===== src/rtl/get_pkg.sv =====
// Shared types and constants for the gradient edge threshold block.
// Used by get_front, get_queue, get_back and gradient_edge_threshold.
package get_pkg;

   localparam int PIX_W       = 8;
   localparam int OUT_COL_W   = 10;
   localparam int OUT_ROW_W   = 12;
   localparam int RSP_DATA_W  = 40;
   localparam int QUEUE_DEPTH = 4;
   localparam int QPTR_W      = 2;

   localparam logic [7:0]  THRESHOLD_RESET = 8'd50;
   localparam logic [10:0] WIDTH_RESET     = 11'd1024;
   localparam logic [12:0] HEIGHT_RESET    = 13'd1024;
   localparam logic [7:0]  PIX_MAX         = 8'd255;

   // register indexes on the csr port
   localparam logic [1:0] REG_EDGE_THRESHOLD = 2'd0;
   localparam logic [1:0] REG_IMAGE_WIDTH    = 2'd1;
   localparam logic [1:0] REG_IMAGE_HEIGHT   = 2'd2;

   typedef struct packed {
      logic [OUT_COL_W-1:0] col;
      logic [OUT_ROW_W-1:0] row;
      logic [PIX_W-1:0]     hmag;
      logic [PIX_W-1:0]     vmag;
   } result_type;

   // up to three results caused by one input, slot 0 first
   typedef struct packed {
      logic [1:0]            count;
      result_type [2:0]      res;
   } group_type;

   function automatic logic [PIX_W-1:0] absdiff(input logic [PIX_W-1:0] a,
                                                input logic [PIX_W-1:0] b);
      absdiff = (a >= b) ? (a - b) : (b - a);
   endfunction

endpackage


===== src/rtl/get_queue.sv =====
// Short queue of result groups between front and back.
// Depends on get_pkg.
module get_queue (
   input  logic               clock,
   input  logic               reset,
   input  logic               push_valid,
   output logic               push_ready,
   input  get_pkg::group_type push_group,
   output logic               pop_valid,
   input  logic               pop_ready,
   output get_pkg::group_type pop_group
);
   import get_pkg::*;

   group_type         entry_ff [QUEUE_DEPTH];
   logic [QPTR_W-1:0] wr_ptr_ff, rd_ptr_ff;
   logic [QPTR_W:0]   count_ff, count_in;
   logic              do_push, do_pop;

   assign push_ready = (count_ff != (QPTR_W + 1)'(QUEUE_DEPTH));
   assign pop_valid  = (count_ff != '0);
   assign pop_group  = entry_ff[rd_ptr_ff];
   assign do_push    = push_valid & push_ready;
   assign do_pop     = pop_valid & pop_ready;

   always_comb begin
      count_in = count_ff;
      if (do_push & ~do_pop) begin
         count_in = count_ff + 1'b1;
      end else if (do_pop & ~do_push) begin
         count_in = count_ff - 1'b1;
      end
   end

   always_ff @(posedge clock) begin
      if (reset) begin
         wr_ptr_ff <= '0;
         rd_ptr_ff <= '0;
         count_ff  <= '0;
      end else begin
         count_ff <= count_in;
         if (do_push) begin
            wr_ptr_ff <= wr_ptr_ff + 1'b1;
         end
         if (do_pop) begin
            rd_ptr_ff <= rd_ptr_ff + 1'b1;
         end
      end
   end

   always_ff @(posedge clock) begin
      if (do_push) begin
         entry_ff[wr_ptr_ff] <= push_group;
      end
   end

endmodule


===== config.mk =====
export PLATFORM = sky130hd
export DESIGN_NAME = get_queue
export DESIGN_NICKNAME = d
export VERILOG_FILES = /design/src/rtl/get_pkg.sv /design/src/rtl/get_queue.sv
export SDC_FILE = /design/constraint.sdc
export NUM_CORES = 1
export LEC_CHECK = 0
export BUFFER_PORTS_ARGS = -buffer_cell sky130_fd_sc_hd__clkbuf_2
export CORE_MARGIN = 4
export CORE_UTILIZATION = 51
export CTS_CLUSTER_DIAMETER = 150
export DETAILED_ROUTE_END_ITERATION = 16
export PLACE_DENSITY = 0.75
export SLEW_MARGIN = 20
export SYNTH_ARGS = -nofsm -noshare
export SYNTH_HDL_FRONTEND = slang
export SYNTH_SLANG_ARGS = --single-unit

===== constraint.sdc =====
create_clock -name clock -period 3.91 [get_ports clock]
set_clock_uncertainty 0.2 [all_clocks]
set_input_delay 0.391 -clock clock [delete_from_list [all_inputs] [get_ports clock]]
set_output_delay 0.391 -clock clock [all_outputs]
set_load 0.03 [all_outputs]

=== Word-level counts from Yosys, hierarchy flattened ===
Memories as Yosys holds them, arrays and structs flattened. A register that Yosys moved wholly into a read port is not among the register bits.
Cells that the tools add are included.

* Add/subtract/negate cells: 4
* Equality and inequality tests: 1
* Mux-type cells: 6
* Bitwise logic cells: 6
* Reductions and logical operators: 2

{| class="wikitable"
|+ Operator list
! kind !! number
|-
| 3-bit two-way mux || 2
|-
| 2-bit by 1-bit adder with 2-bit output (second input constant) || 2
|-
| 1-bit bitwise AND || 4
|-
| 2-bit two-way mux || 2
|-
| 3-bit by 1-bit adder with 3-bit output (second input constant) || 1
|-
| 3-bit inequality test (second input constant) || 1
|-
| 3-bit nonzero test || 1
|-
| 3-bit by 1-bit subtractor with 3-bit output (second input constant) || 1
|-
| 1-bit two-way mux || 2
|-
| 1-bit inverter || 2
|-
| 2-bit nonzero test || 1
|}

* Flip-flop bits (word level): 7
* Bits in writable memories: 464
* Input bits: 120
* Output and inout bits: 118
* Word-level logic and storage cells: 23
* Memories: 1

{| class="wikitable"
|+ Memory list
! memory !! depth !! width !! rd ports !! clocked after memory_dff !! wr ports !! line !! text
|-
| entry_ff || 4 || 116 || 1 || 1 || 1 || get_queue.sv:15 || <nowiki>group_type entry_ff [QUEUE_DEPTH];</nowiki>
|}

=== Longest topological paths before layout ===
* Word-level depth: 6
* Gate-level depth with buffers: 8
* Gate-level depth less buffers: 8

=== Least setup slack after synthesis ===
No wires, ideal clock.

* Path kind: reg2reg
* From: register count_ff[0]
* To: memory entry_ff[2][0] (netlist name), enable pin
* Setup time: 489 ps
* Arrival: 3477 ps
* Data required time: 3221 ps
* Setup slack: -255 ps
* Stages on the path, launching flop included: 4
* Buffers on the path: 0
* Clock period less this slack: 4165 ps
* Path through: dfxtp_1 -> nor2_1 -> a21boi_2 -> and2_1

* Word-level cells in the longest chain between the ends: 4

{| class="wikitable"
|+ RTL lines
! element !! line !! text
|-
| start: declaration || get_queue.sv:17 || <nowiki>logic [QPTR_W:0] count_ff, count_in;</nowiki>
|-
| start signal: assignment || get_queue.sv:41 || <nowiki>count_ff <= count_in;</nowiki>
|-
| 3-bit inequality test || get_queue.sv:20 || <nowiki>assign push_ready = (count_ff != (QPTR_W + 1)'(QUEUE_DEPTH));</nowiki>
|-
| 1-bit bitwise AND || get_queue.sv:23 || <nowiki>assign do_push = push_valid & push_ready;</nowiki>
|-
| named net do_push || get_queue.sv:18 || <nowiki>logic do_push, do_pop;</nowiki>
|-
| 1-bit two-way mux || get_queue.sv:52 || <nowiki>if (do_push) begin</nowiki>
|-
| 1-bit two-way mux (implied by the code) || get_queue.sv:53 || <nowiki>entry_ff[wr_ptr_ff] <= push_group;</nowiki>
|-
| end: declaration || get_queue.sv:15 ||
|}

The timed path passes the listed nets, and every way through them passes these cells.

==> results.toml <==
[status]
status = "finished clean"

[critical_path]
critPathMaxFanout = 74
cp.required_ps = 3320
timing_worst_setup_path_type = "flop to output pin"
startpoint_type = "flop"
worstPathArrival_ps = 2360
critPathCaptureType = "output pin"

[pwr]
cellLeakagePower_nw = 7.38
ir_drop_v = 0.000599
power_density_nw_per_um2 = 674

[sta]
fin_tns_setup_ps = 0
fmax_mhz = 339
grt_setup_unrepaired = "no"
setup_slack_ps = 960
layout_worst_path_cycle_share_pct = 75.4
worst_pin_slew_ps = 764
slew_violations = 0
final-hold-violation-count = 0
slew_headroom_pct = 49.1
fin_hold_ws_ps = 77.1
setup_viol = 0
finalCriticalPeriod_ps = 2950

[finish]
final_cells = 1525
fill_cells = 2093
fin_area_um2 = 21600
nets = 1169
post_route_cells_drive_above_1_share_pct = 40.6
syn2layout_area_growth_pct = 26.0

[synthesis]
synth_top_area_share_pct = 81.1
synth_top_cell_by_area = "edfxtp_1"
ys.flop_type = "edfxtp_1"
synth_edf_count = 464
ys_seq_area_share_pct = 82.2
synth_top_family_by_area = "multiplexers"
synthSimpleGateAreaFrac_pct = 0.488
yosysWarnings = 0
synth.avg_cell_area_um2 = 26.3
netlist_top_cells_count = "edfxtp_1, mux4_2, buf_2"
syn-num-nets = 780
synthDistinctLibCells = 22
synth.most_common_cell = "edfxtp_1"
synth_area_leaders = "edfxtp_1, mux4_2, dfxtp_1, buf_6, buf_2"
synthAdderAreaFrac_pct = 0.481
syn_inst = 654
synth_async_sr_flop_share_pct = 0
ys_ff_latch = 473
synth-xor-area-share_pct = 0.204
synth_area_um2 = 17200
synth_compound_area_share_pct = 0.219
synthMuxAreaShare_pct = 15.4

[placed_design]
placed_area_um2 = 19000
place_congestion = 0.691
dp_hpwl_um = 18900
dp_cells = 1319
io_buffers = 237
preCtsSetupSlack_ps = 1390

[detailed_routing]
initialDrtViolationCount = 561
wl_met3_um = 2380
post-route-drc-count = 0
ant_nets = 0
drt-pass1-iter-count = 4
num_vias = 8169
vias_per_cell = 5.36
wirelength_um = 33500
drt-wirelength-per-cell_um = 21.9
wl_met2_um = 16800
routed.top_layer = "met4"
wl_met1_um = 13700

[floorplanning]
die_w_um = 191
core-area_um2 = 32900
io_pins = 238
rows = 66
start_util_pct = 52.2
die_y_um = 191
die_area_um2 = 36700

[grt]
grt_max_degree = 75
grt_pass1_wl_um = 51600
grt_antenna_before_repair = 2
grt_usage_pct = 18.4
overflow = 0
first_global_vias = 9039

[clock_tree]
cts_htree_levels = 2
clockBufferDepth = 3
cts_sinks = 473
cts.clk_slew.worst_paths_ps = 60
cts_setup_buffers = 0
cts_made_buffers = 47
clk_latency_ps = 530
cts_tree = "built"
cts_root_buf = "clkbuf_16"

[job]
max_cap_violations = 0

[hold_path]
hp-class = "input port to flop"
-- critical path, stage by stage, from the launching register on --
cell	delay, ps
dfxtp_4	370
buf_12	460
mux4_2	640
clkbuf_2	210
-- cell type report --
type	count	area (µm²)	share of cell area, %
diodes	4	10.0	0.0463
clock inverters	21	144	0.665
flip-flops and latches	473	14100	65.3
repair buffers	367	2590	12.0
multi-input cells	151	2890	13.4
well taps	442	553	2.56
inverters	3	11.3	0.0520
clock buffers	64	1310	6.07
-- flip-flops by register name, indices dropped and copies added (netlist names), named ones only --
signal and flops:
count_ff 3, rd_ptr_ff 2, entry_ff 464, wr_ptr_ff 2
-- cell usage in the layout (no fill, tap or decap), types with 2 or more instances in the layout --
| cell | instances |
|---|---|
| dlygate4sd3_1 | 117 |
| edfxtp_1 | 464 |
| nand2b_1 | 2 |
| clkbuf_1 | 12 |
| dfxtp_4 | 2 |
| inv_1 | 3 |
| ha_1 | 5 |
| clkbuf_2 | 237 |
| nor2_1 | 8 |
| clkinv_2 | 10 |
| buf_12 | 11 |
| diode_2 | 4 |
| mux2i_1 | 2 |
| bufinv_16 | 2 |
| mux4_2 | 116 |
| xor2_1 | 4 |
| clkbuf_8 | 3 |
| clkbuf_16 | 49 |
| or3_1 | 2 |
| clkinv_1 | 9 |
| dfxtp_1 | 7 |
| buf_4 | 2 |
| and2_4 | 4 |
-- routing by layer --
metal  global-route usage [%]  up-vias
met5                        0        -
met4                     3.84        0
met3                     4.24       54
met2                     31.0      287
met1                     25.1     4209
li1                         -     3619
-- path summary, 6_finish.rpt --
check / startpoint / endpoint / slack, ps / cells after the start
min: pop_ready / rd_ptr_ff[0] / 80 / 4
max reg2reg: count_ff[0] / entry_ff[3][83] / 1400 / 4
min reg2reg: wr_ptr_ff[1] / wr_ptr_ff[1] / 320 / 2
max: flop / pop_group[51] / 960 / 3
-- power breakdown --
group / total, mW / switching, mW / internal, mW
clock network: 4.21 / 1.74 / 2.47
logic: 4.07 / 2.55 / 1.53
registers: 6.30 / 0.144 / 6.15
total: 14.6 / 4.43 / 10.2
-- through the flow --
step	utilization [%]	power, mW
2_1_floorplan	-	9.30
3_3_place_gp	57.8	10.4
3_5_place_dp	57.8	10.5
4_1_cts	65.8	14.8
5_1_grt	65.8	15.2
6_report	65.8	14.6
-- logic make-up after synthesis --
kind of cell | Yosys count
DFF | 473
AOI/OAI and AO/OA | 5
and+or+nand+nor | 17
muxes | 119
adders and majority gates | 6
buffers and inverters | 30
xor gates and xnor gates | 4
-- timing repair --
| item | CTS | global route |
|---|---|---|
| endpoints found under the hold margin | 471 | 0 |
| setup endpoints to repair | 0 | 0 |
| gates resized for setup | 0 | 0 |
| hold buffers | 117 | 0 |
(Power assumes the default switching activity.)
